$ cat config.mk
export PLATFORM = sky130hd
export DESIGN_NAME = rotate_xor_block_cipher_16bit_flat
export DESIGN_NICKNAME = d
export VERILOG_FILES = /design/src/sv/rxbc_pkg.sv /design/src/sv/rxbc_in_if.sv /design/src/sv/rxbc_out_if.sv /design/src/sv/rxbc_cipher.sv /design/src/sv/rxbc_cfg.sv /design/src/sv/rotate_xor_block_cipher_16bit.sv /design/src/flat_wrapper.sv
export VERILOG_INCLUDE_DIRS = /design/src /design/src/sv
export SDC_FILE = /design/constraint.sdc
export NUM_CORES = 1
export LEC_CHECK = 0
export ABC_AREA = 1
export BUFFER_PORTS_ARGS = -buffer_cell sky130_fd_sc_hd__clkbuf_2
export CAP_MARGIN = 25
export CELL_PAD_IN_SITES_DETAIL_PLACEMENT = 0
export CELL_PAD_IN_SITES_GLOBAL_PLACEMENT = 1
export CORE_UTILIZATION = 49
export CTS_CLUSTER_DIAMETER = 60
export CTS_CLUSTER_SIZE = 8
export DETAILED_ROUTE_END_ITERATION = 7
export GPL_ROUTABILITY_DRIVEN = 0
export GPL_TIMING_DRIVEN = 0
export MAX_ROUTING_LAYER = met4
export PLACE_DENSITY_LB_ADDON = 0.2
export SLEW_MARGIN = 15
export SYNTH_ARGS = -nofsm -noshare
export SYNTH_HDL_FRONTEND = slang
export SYNTH_SLANG_ARGS = --single-unit
export TNS_END_PERCENT = 100
$ cat constraint.sdc
create_clock -name clk -period 6.8 [get_ports clk]
set_input_delay 1.7 -clock clk [delete_from_list [all_inputs] [get_ports clk]]
set_output_delay 1.7 -clock clk [all_outputs]
set_load 0.02 [all_outputs]
$ cat src/sv/rotate_xor_block_cipher_16bit_macros.svh
// Assertion macros used by the top level of the rotate-and-xor cipher block.
`ifndef ROTATE_XOR_BLOCK_CIPHER_16BIT_MACROS_SVH
`define ROTATE_XOR_BLOCK_CIPHER_16BIT_MACROS_SVH

// Same-cycle implication, sampled on clk and switched off during rst.
`define RXBC_ASSERT_NOW(lbl, ante, cons, msg) \
  lbl: assert property (@(posedge clk) disable iff (rst) (ante) |-> (cons)) else $error(msg);

// Next-cycle implication, sampled on clk and switched off during rst.
`define RXBC_ASSERT_NEXT(lbl, ante, cons, msg) \
  lbl: assert property (@(posedge clk) disable iff (rst) (ante) |=> (cons)) else $error(msg);

`endif

$ cat src/sv/rxbc_pkg.sv
// Package: types, constants and helpers for the rotate-and-xor cipher block.
`default_nettype none

package rxbc_pkg;

  localparam int BLOCK_W    = 16;
  localparam int NONCE_W    = 8;
  localparam int IDX_W      = 3;
  localparam int ROUNDS_W   = 4;
  localparam int MAX_ROUNDS = 2 ** ROUNDS_W - 1;

  localparam logic [ROUNDS_W-1:0] KEY_ROUND_MUL = 4'd9;
  localparam logic [7:0]          KEY_ROUND_XOR = 8'b10110100;
  localparam logic [BLOCK_W-1:0]  FINAL_WHITEN  = 16'b1010101010101010;

  typedef logic [BLOCK_W-1:0] block_t;

  typedef enum logic [1:0] {
    MODE_ECB = 2'd0,
    MODE_CBC = 2'd1,
    MODE_CTR = 2'd2
  } chain_mode_t;

  typedef enum logic [IDX_W-1:0] {
    REG_CIPHER_KEY    = 3'd0,
    REG_DIRECTION     = 3'd1,
    REG_CHAIN_MODE    = 3'd2,
    REG_INIT_VECTOR   = 3'd3,
    REG_COUNTER_NONCE = 3'd4
  } reg_index_t;

  typedef struct packed {
    block_t               key;
    logic                 decrypt;
    chain_mode_t          mode;
    block_t               iv;
    logic [NONCE_W-1:0]   nonce;
    logic [ROUNDS_W-1:0]  rounds;
  } cfg_t;

  // Only the low four bits of key*9 survive the final mod 16.
  function automatic logic [ROUNDS_W-1:0] round_count(input block_t key);
    return (key[ROUNDS_W-1:0] * KEY_ROUND_MUL) ^ KEY_ROUND_XOR[ROUNDS_W-1:0];
  endfunction

endpackage

`default_nettype wire

$ cat src/sv/rxbc_in_if.sv
// Interface: input item channel of the cipher block.
`default_nettype none

interface rxbc_in_if;
  import rxbc_pkg::*;

  logic   valid;
  logic   ready;
  block_t block_in;
  logic   first_block;
  logic   tail_only;

  modport source (output valid, output block_in, output first_block, output tail_only,
                  input ready);
  modport sink   (input valid, input block_in, input first_block, input tail_only,
                  output ready);
endinterface

`default_nettype wire

$ cat src/sv/rxbc_out_if.sv
// Interface: result item channel of the cipher block.
`default_nettype none

interface rxbc_out_if;
  import rxbc_pkg::*;

  logic   valid;
  logic   ready;
  block_t block_out;
  logic   tail_flag;

  modport source (output valid, output block_out, output tail_flag, input ready);
  modport sink   (input valid, input block_out, input tail_flag, output ready);
endinterface

`default_nettype wire

$ cat src/sv/rxbc_cipher.sv
// Unrolled rotate-and-xor rounds for encryption and decryption, one block per pass.
`default_nettype none

module rxbc_cipher (
  input  rxbc_pkg::block_t                  data,
  input  rxbc_pkg::block_t                  key,
  input  logic [rxbc_pkg::ROUNDS_W-1:0]     rounds,
  input  logic                              decrypt,
  output rxbc_pkg::block_t                  result
);
  import rxbc_pkg::*;

  localparam int ROT_FIRST  = 9;
  localparam int ROT_SECOND = 12;

  function automatic block_t rol16(input block_t x, input logic [ROUNDS_W-1:0] amt);
    logic [2*BLOCK_W-1:0] d;
    d = {x, x} << amt;
    return d[2*BLOCK_W-1:BLOCK_W];
  endfunction

  function automatic block_t ror16(input block_t x, input logic [ROUNDS_W-1:0] amt);
    logic [2*BLOCK_W-1:0] d;
    d = {x, x} >> amt;
    return d[BLOCK_W-1:0];
  endfunction

  // Encryption walks the round index downwards, decryption upwards; a round
  // whose index is not below the round count passes its input through.
  block_t enc [MAX_ROUNDS+1];
  block_t dec [MAX_ROUNDS+1];

  assign enc[MAX_ROUNDS] = data;
  assign dec[0]          = data ^ FINAL_WHITEN;

  for (genvar i = 0; i < MAX_ROUNDS; i++) begin : g_round
    localparam logic [ROUNDS_W-1:0] Idx  = ROUNDS_W'(i);
    localparam logic [ROUNDS_W-1:0] AmtA = ROUNDS_W'(i + ROT_FIRST);
    localparam logic [ROUNDS_W-1:0] AmtB = ROUNDS_W'(ROT_SECOND - i);

    block_t e_step;
    block_t d_step;

    always_comb begin
      e_step = rol16(enc[i+1], AmtA) ^ key;
      e_step = rol16(e_step, AmtB) ^ ror16(key, Idx);
      d_step = ror16(dec[i] ^ ror16(key, Idx), AmtB) ^ key;
      d_step = ror16(d_step, AmtA);
    end

    assign enc[i]   = (Idx < rounds) ? e_step : enc[i+1];
    assign dec[i+1] = (Idx < rounds) ? d_step : dec[i];
  end

  assign result = decrypt ? dec[MAX_ROUNDS] : (enc[0] ^ FINAL_WHITEN);

endmodule

`default_nettype wire

$ cat src/sv/rxbc_cfg.sv
// Configuration register file; the round count is derived once at key write.
`default_nettype none

module rxbc_cfg (
  input  logic                          clk,
  input  logic                          rst,
  input  logic                          cfg_write,
  input  logic [rxbc_pkg::IDX_W-1:0]    cfg_index,
  input  rxbc_pkg::block_t              cfg_data,
  output rxbc_pkg::cfg_t                cfg
);
  import rxbc_pkg::*;

  cfg_t regs;

  always_ff @(posedge clk) begin
    if (rst) begin
      regs.key     <= '0;
      regs.decrypt <= 1'b0;
      regs.mode    <= MODE_ECB;
      regs.iv      <= '0;
      regs.nonce   <= '0;
      regs.rounds  <= round_count('0);
    end else if (cfg_write) begin
      case (cfg_index)
        REG_CIPHER_KEY: begin
          regs.key    <= cfg_data;
          regs.rounds <= round_count(cfg_data);
        end
        REG_DIRECTION:     regs.decrypt <= cfg_data[0];
        REG_CHAIN_MODE:    regs.mode    <= chain_mode_t'(cfg_data[1:0]);
        REG_INIT_VECTOR:   regs.iv      <= cfg_data;
        REG_COUNTER_NONCE: regs.nonce   <= cfg_data[NONCE_W-1:0];
        default: ;
      endcase
    end
  end

  assign cfg = regs;

endmodule

`default_nettype wire

$ cat src/sv/rotate_xor_block_cipher_16bit.sv
// Top level of the 16-bit rotate-and-xor block cipher with ECB, CBC and CTR chaining.
//
//   Channel  Direction  Carries
//   din      in         block_in[15:0], first_block, tail_only
//   dout     out        block_out[15:0], tail_flag
//   cfg      in         cfg_write, cfg_index[2:0], cfg_data[15:0]
//
// One item per cycle unless dout stalls; items pass input, then result register.
// All fifteen rounds and the chaining sit between the input and result registers,
// so CBC and CTR feedback is ready for the next item in the following cycle.
// Reset (rst, synchronous) clears the valid flags, config, chain value and counter.
// A stalled dout holds the result register and, once the input register is full,
// drops din.ready.
`default_nettype none

module rotate_xor_block_cipher_16bit (
  input  logic                          clk,
  input  logic                          rst,
  rxbc_in_if.sink                       din,
  rxbc_out_if.source                    dout,
  input  logic                          cfg_write,
  input  logic [rxbc_pkg::IDX_W-1:0]    cfg_index,
  input  rxbc_pkg::block_t              cfg_data
);
  import rxbc_pkg::*;
  `include "rotate_xor_block_cipher_16bit_macros.svh"

  cfg_t cfg;

  rxbc_cfg u_cfg (
    .clk       (clk),
    .rst       (rst),
    .cfg_write (cfg_write),
    .cfg_index (cfg_index),
    .cfg_data  (cfg_data),
    .cfg       (cfg)
  );

  // Input register.
  logic   a_valid;
  block_t a_block;
  logic   a_first;
  logic   a_tail;

  // Result register.
  logic   b_valid;
  block_t b_block;
  logic   b_tail;

  // Chaining state.
  block_t chain_value, chain_value_next;
  block_t block_counter, block_counter_next;

  logic b_load;
  logic a_fire;
  logic in_fire;

  assign b_load  = !b_valid || dout.ready;
  assign a_fire  = a_valid && b_load;
  assign din.ready = !a_valid || b_load;
  assign in_fire = din.valid && din.ready;

  always_ff @(posedge clk) begin
    if (rst) begin
      a_valid <= 1'b0;
    end else if (din.ready) begin
      a_valid <= din.valid;
    end
  end

  // The low byte of a tail item is forced to zero on capture.
  always_ff @(posedge clk) begin
    if (in_fire) begin
      a_block <= din.tail_only ? {din.block_in[BLOCK_W-1:NONCE_W], NONCE_W'(0)}
                               : din.block_in;
      a_first <= din.first_block;
      a_tail  <= din.tail_only;
    end
  end

  // Single pass through the cipher.
  block_t chain_cur;
  block_t ctr_cur;
  block_t cipher_in;
  block_t cipher_out;
  block_t res_full;
  logic   use_decrypt;

  assign chain_cur   = a_first ? cfg.iv : chain_value;
  assign ctr_cur     = a_first ? {cfg.nonce, NONCE_W'(0)} : block_counter;
  assign use_decrypt = cfg.decrypt && (cfg.mode != MODE_CTR);

  always_comb begin
    case (cfg.mode)
      MODE_CTR: cipher_in = ctr_cur;
      MODE_CBC: cipher_in = cfg.decrypt ? a_block : (a_block ^ chain_cur);
      default:  cipher_in = a_block;
    endcase
  end

  rxbc_cipher u_cipher (
    .data    (cipher_in),
    .key     (cfg.key),
    .rounds  (cfg.rounds),
    .decrypt (use_decrypt),
    .result  (cipher_out)
  );

  always_comb begin
    res_full           = '0;
    chain_value_next   = chain_cur;
    block_counter_next = ctr_cur;
    case (cfg.mode)
      MODE_ECB: res_full = cipher_out;
      MODE_CBC: begin
        if (cfg.decrypt) begin
          res_full         = cipher_out ^ chain_cur;
          chain_value_next = a_block;
        end else begin
          res_full         = cipher_out;
          chain_value_next = cipher_out;
        end
      end
      MODE_CTR: begin
        res_full           = cipher_out ^ a_block;
        block_counter_next = ctr_cur + BLOCK_W'(1);
      end
      default: res_full = '0;
    endcase
  end

  always_ff @(posedge clk) begin
    if (rst) begin
      chain_value   <= '0;
      block_counter <= '0;
      b_valid       <= 1'b0;
    end else begin
      if (a_fire) begin
        chain_value   <= chain_value_next;
        block_counter <= block_counter_next;
      end
      if (b_load) begin
        b_valid <= a_valid;
      end
    end
  end

  always_ff @(posedge clk) begin
    if (a_fire) begin
      b_block <= a_tail ? {res_full[BLOCK_W-1:NONCE_W], NONCE_W'(0)} : res_full;
      b_tail  <= a_tail;
    end
  end

  assign dout.valid     = b_valid;
  assign dout.block_out = b_block;
  assign dout.tail_flag = b_tail;

  logic   stall_hold;
  logic   ctr_step;
  block_t ctr_inc;

  assign stall_hold = a_valid && !b_load;
  assign ctr_step   = a_fire && !a_first && (cfg.mode == MODE_CTR);
  assign ctr_inc    = block_counter + BLOCK_W'(1);

  `RXBC_ASSERT_NEXT(a_held_on_stall, stall_hold, a_valid && $stable(a_block), "input item lost")
  `RXBC_ASSERT_NEXT(result_follows, a_fire, dout.valid, "item missing from result register")
  `RXBC_ASSERT_NOW(empty_accepts, !a_valid && !dout.valid, din.ready, "empty block refused item")
  `RXBC_ASSERT_NEXT(ctr_advances, ctr_step, block_counter == $past(ctr_inc), "counter stuck")

endmodule

`default_nettype wire
$ cat src/flat_wrapper.sv
// flat-port wrapper written by rule: the top's interface ports become plain ports
module rotate_xor_block_cipher_16bit_flat import rxbc_pkg::*;
  (clk, rst, cfg_write, cfg_index, cfg_data, din_valid, din_block_in, din_first_block, din_tail_only, din_ready, dout_valid, dout_block_out, dout_tail_flag, dout_ready);
  rxbc_in_if din_i ();
  rxbc_out_if dout_i ();
  input  logic clk;
  input  logic rst;
  input  logic cfg_write;
  input  logic [rxbc_pkg::IDX_W-1:0] cfg_index;
  input  rxbc_pkg::block_t cfg_data;
  input wire logic [$bits(din_i.valid)-1:0] din_valid;
  input wire logic [$bits(din_i.block_in)-1:0] din_block_in;
  input wire logic [$bits(din_i.first_block)-1:0] din_first_block;
  input wire logic [$bits(din_i.tail_only)-1:0] din_tail_only;
  output wire logic [$bits(din_i.ready)-1:0] din_ready;
  output wire logic [$bits(dout_i.valid)-1:0] dout_valid;
  output wire logic [$bits(dout_i.block_out)-1:0] dout_block_out;
  output wire logic [$bits(dout_i.tail_flag)-1:0] dout_tail_flag;
  input wire logic [$bits(dout_i.ready)-1:0] dout_ready;
  assign din_i.valid = din_valid;
  assign din_i.block_in = din_block_in;
  assign din_i.first_block = din_first_block;
  assign din_i.tail_only = din_tail_only;
  assign din_ready = din_i.ready;
  assign dout_valid = dout_i.valid;
  assign dout_block_out = dout_i.block_out;
  assign dout_tail_flag = dout_i.tail_flag;
  assign dout_i.ready = dout_ready;
  rotate_xor_block_cipher_16bit u_core (.clk(clk), .rst(rst), .din(din_i), .dout(dout_i), .cfg_write(cfg_write), .cfg_index(cfg_index), .cfg_data(cfg_data));
endmodule
==> summary.txt <==
Power
  – Sw Pwr: 2.89 mW
  – P_int: 2.33 mW
  – Sequential share of power: 15.0%
  – Maximum VDD drop: 0.231 mV
  – Clk pwr share: 16.1%
  – Power Total: 5.22 mW
  – PwrDens: 203 mW/mm²
  – Logic gate share of total power: 68.9%
  – Leak: 11.9 nW
  – Sw Ratio: 55.4%

STA
  – Fmax achieved: 152 MHz
  – Slew HR: 40.0%
  – Final Max Slew Viols: 0
  – Fin crit share: 96.8%
  – Hold slack: 461 ps
  – Final Skew: 13.4 ps
  – RSZ-0062 raised after global routing: yes
  – Worst Max-Slew Pin Slew: 895 ps
  – Final Setup Violations: 0
  – Final min period: 6580 ps
  – Final Hold Fails: 0

Worst hold path
  – Worst hold path endpoint: u_core.u_cfg.cfg[15]$_SDFFE_PP0P_
  – Number of cells on the worst hold path: 2
  – Hold Path Origin: u_core.u_cfg.cfg[15]$_SDFFE_PP0P_
  – Worst Hold Class: reg2reg

Global route
  – Global-route wire length before repair: 190 mm
  – Largest net degree at the start of global routing: 27
  – Remaining global-route overflow: 0
  – Antenna violations before repair: 2
  – Total track usage: 52.0%
  – Vias in the first global route: 29,800

Layout
  – Commonest non-fill, non-tap cell in the layout: nand3_1
  – Most frequent cells in the layout: nand3_1 (1,641), nand2_1 (1,187), nand3_2 (268), nand2_2 (154), inv_1 (139)
  – Final cell count without fillers: 4,981
  – # nets final: 4,398
  – P&R area growth vs syn: 7.19%
  – Share of cells above drive strength 1: 19.4%

Worst setup path
  – CP max stage delay: 450 ps
  – Crit-path most repeated cell: nand2_1
  – RR Startpoint: u_core.u_cfg.cfg[28]$_SDFFE_PP0P_
  – Data arrival, critical path: 6750 ps
  – Critical Path Start Type: flip-flop
  – Flop2flop setup slack: 220 ps
  – Critical path's slowest cell: dfxtp_1
  – CP Max Fanout: 10
  – Reg2reg end: u_core.dout.block_out[6]$_SDFFCE_PP0P_
  – Worst R2R Path Depth: 50
  – Crit path kind: reg2reg
  – Critical Path RT: 6970 ps
  – Worst setup EP type: flip-flop

CTS
  – Worst-path clk slew: 60 ps
  – Clk sinks: 114
  – Post-CTS setup buffers: 0
  – CTS root buffer: clkbuf_16
  – Clock tree from TritonCTS: done
  – Total CTS buffers: 17
  – CTS Hold Bufs: 0
  – H-tree levels: 4
  – Clock buffer depth: 2
  – Skew-Pair Late Insertion Delay: 440 ps
  – # resized after CTS: 0

Route
  – Wirelength, routed: 129 mm
  – Residual DRC: 12
  – Antenna-violating nets left: 0
  – Routed wire per std cell: 25.9 µm
  – Vias per inst: 6.66
  – Pre-antenna DRT Iters: 8
  – Initial DRC count: 6,195
  – Routed via count: 33,200

Floorplanning
  – Starting Density: 50.0%
  – Width of the die: 224 µm
  – Die Y: 224 µm
  – Die area: 0.0500 mm²
  – Core area: 0.0480 mm²
  – Io pins: 61
  – Site Rows: 80

Yosys
  – Synthesized Nets: 4,320
  – Syn Inst Count: 4,272
  – Synth unique cells: 51
  – Compound-Gate Fraction of Synth Area: 6.47%
  – Avg Cell Area, Syn: 5.63 µm²
  – Syn. warnings: 0
  – Synthesized cell area: 0.0240 mm²
  – Synth Area in XOR/XNOR: 0.999%
  – Seq/Total Area, Yosys: 10.9%
  – Mux cell area share after synthesis: 0%
  – #FFs+latches synth: 114
  – Post-synthesis simple-gate area fraction: 70.3%
  – Adder-Cell Fraction of Synth Area: 0.312%
  – Combinational family with the most area after synthesis: simple AND/OR/NAND/NOR gates

Outcome
  – Run status: finished with violations
  – Failing checks: design-rule violations

Placement
  – PortBufs: 59
  – Placed instance count: 4,946
  – HPWL after DPL: 96.5 mm

Job
  – Max-Cap Viols: 0
-- registers in the layout (all words and copies together) (netlist names) --
signal                 flops
u_core.a_block            16
u_core.a_first             1
u_core.a_tail              1
u_core.a_valid             1
u_core.block_counter      16
u_core.chain_value        16
u_core.dout.block_out     16
u_core.dout.tail_flag      1
u_core.dout.valid          1
u_core.u_cfg.cfg          45
-- worst max-delay path: cells and delay by family (launching register included) --
kind	cells	cell delay, ps
DFF	1	450
buffers and inverters	4	460
AOI/OAI and AO/OA	2	240
adders and majority gates	1	410
and+or+nand+nor	43	4730
-- logic make-up after synthesis --
kind of cell | Yosys count
flip-flops | 114
XOR/XNOR | 21
buffers and inverters | 484
adder cells (fa/ha/maj) | 6
AO/OA/AOI/OAI | 275
AND/OR/NAND/NOR | 3372
-- layout make-up --
cell class | count | area, µm²
fill | 5235 | 22300
antenna | 3 | 7.51
inverter | 177 | 672
clock inverter | 12 | 81.3
multi-input combinational | 3674 | 18900
clock buffer | 20 | 478
buffer | 307 | 1980
timing repair buffer | 59 | 295
sequential | 114 | 2630
tap | 615 | 769
-- through the flow --
stage	cell area, µm²	TNS (ps)	setup slack, ps	util [%]
finish	25800	0	218	53.6
global route	25800	-42.1	-42.1	53.6
CTS	25700	0	573	53.4
detailed placement	25100	0	608	52.3
global placement	25100	0	658	52.3
floorplan	24000	0	2130	-
-- per-layer routing --
layer	GRT usage [%]	wire, µm	part of all wire (%)
met5	-	0	0
met4	44.4	13700	11
met3	17.4	19700	15
met2	70.3	49100	38
met1	61.4	46300	36
-- power groups by stage --
stage | registers, mW | clock network (mW) | logic (mW)
6_report | 0.781 | 0.842 | 3.60
5_1_grt | 0.782 | 0.869 | 3.83
4_1_cts | 0.778 | 0.843 | 3.36
3_5_place_dp | 0.792 | 0 | 3.35
3_3_place_gp | 0.792 | 0 | 3.32
2_1_floorplan | 0.795 | 0 | 2.45
-- cell usage after synthesis, drive strengths merged --
library cell	count	area, µm²
a21oi	122	659
a221oi	1	8.76
a22oi	1	7.51
a311oi	1	8.76
a31oi	1	6.26
and3	2	12.5
buf	244	1690
clkbuf	56	224
clkinv	12	45.0
dfxtp	79	1580
dlygate4sd1	6	52.6
dlygate4sd3	1	10.0
edfxtp	35	1050
ha	6	75.1
inv	165	627
nand2	1351	5510
nand3	1910	10900
nand4	3	18.8
nor2	89	369
nor3	10	50.1
nor3b	1	7.51
nor4	2	12.5
o211ai	12	90.1
o21a	1	8.76
o21ai	118	643
o221ai	3	26.3
o22ai	13	81.3
o31ai	2	15.0
or2	4	25.0
xnor2	6	86.3
xor2	15	154
-- how the worst max path moves through the flow --
stage / startpoint / to / slack, ps
2_1_floorplan: u_core.u_cfg.cfg[28]$_SDFFE_PP0P_ / u_core.dout.block_out[13]$_DFFE_PP_ / 2130
3_3_place_gp: u_core.u_cfg.cfg[28]$_SDFFE_PP0P_ / u_core.dout.block_out[6]$_SDFFCE_PP0P_ / 660
3_5_place_dp: u_core.u_cfg.cfg[28]$_SDFFE_PP0P_ / u_core.dout.block_out[6]$_SDFFCE_PP0P_ / 610
4_1_cts: u_core.u_cfg.cfg[28]$_SDFFE_PP0P_ / u_core.dout.block_out[6]$_SDFFCE_PP0P_ / 570
5_1_grt: u_core.u_cfg.cfg[28]$_SDFFE_PP0P_ / u_core.dout.block_out[7]$_SDFFCE_PP0P_ / -40
6_report: u_core.u_cfg.cfg[28]$_SDFFE_PP0P_ / u_core.dout.block_out[6]$_SDFFCE_PP0P_ / 220
No activity file was read; power rests on OpenSTA's default activity.
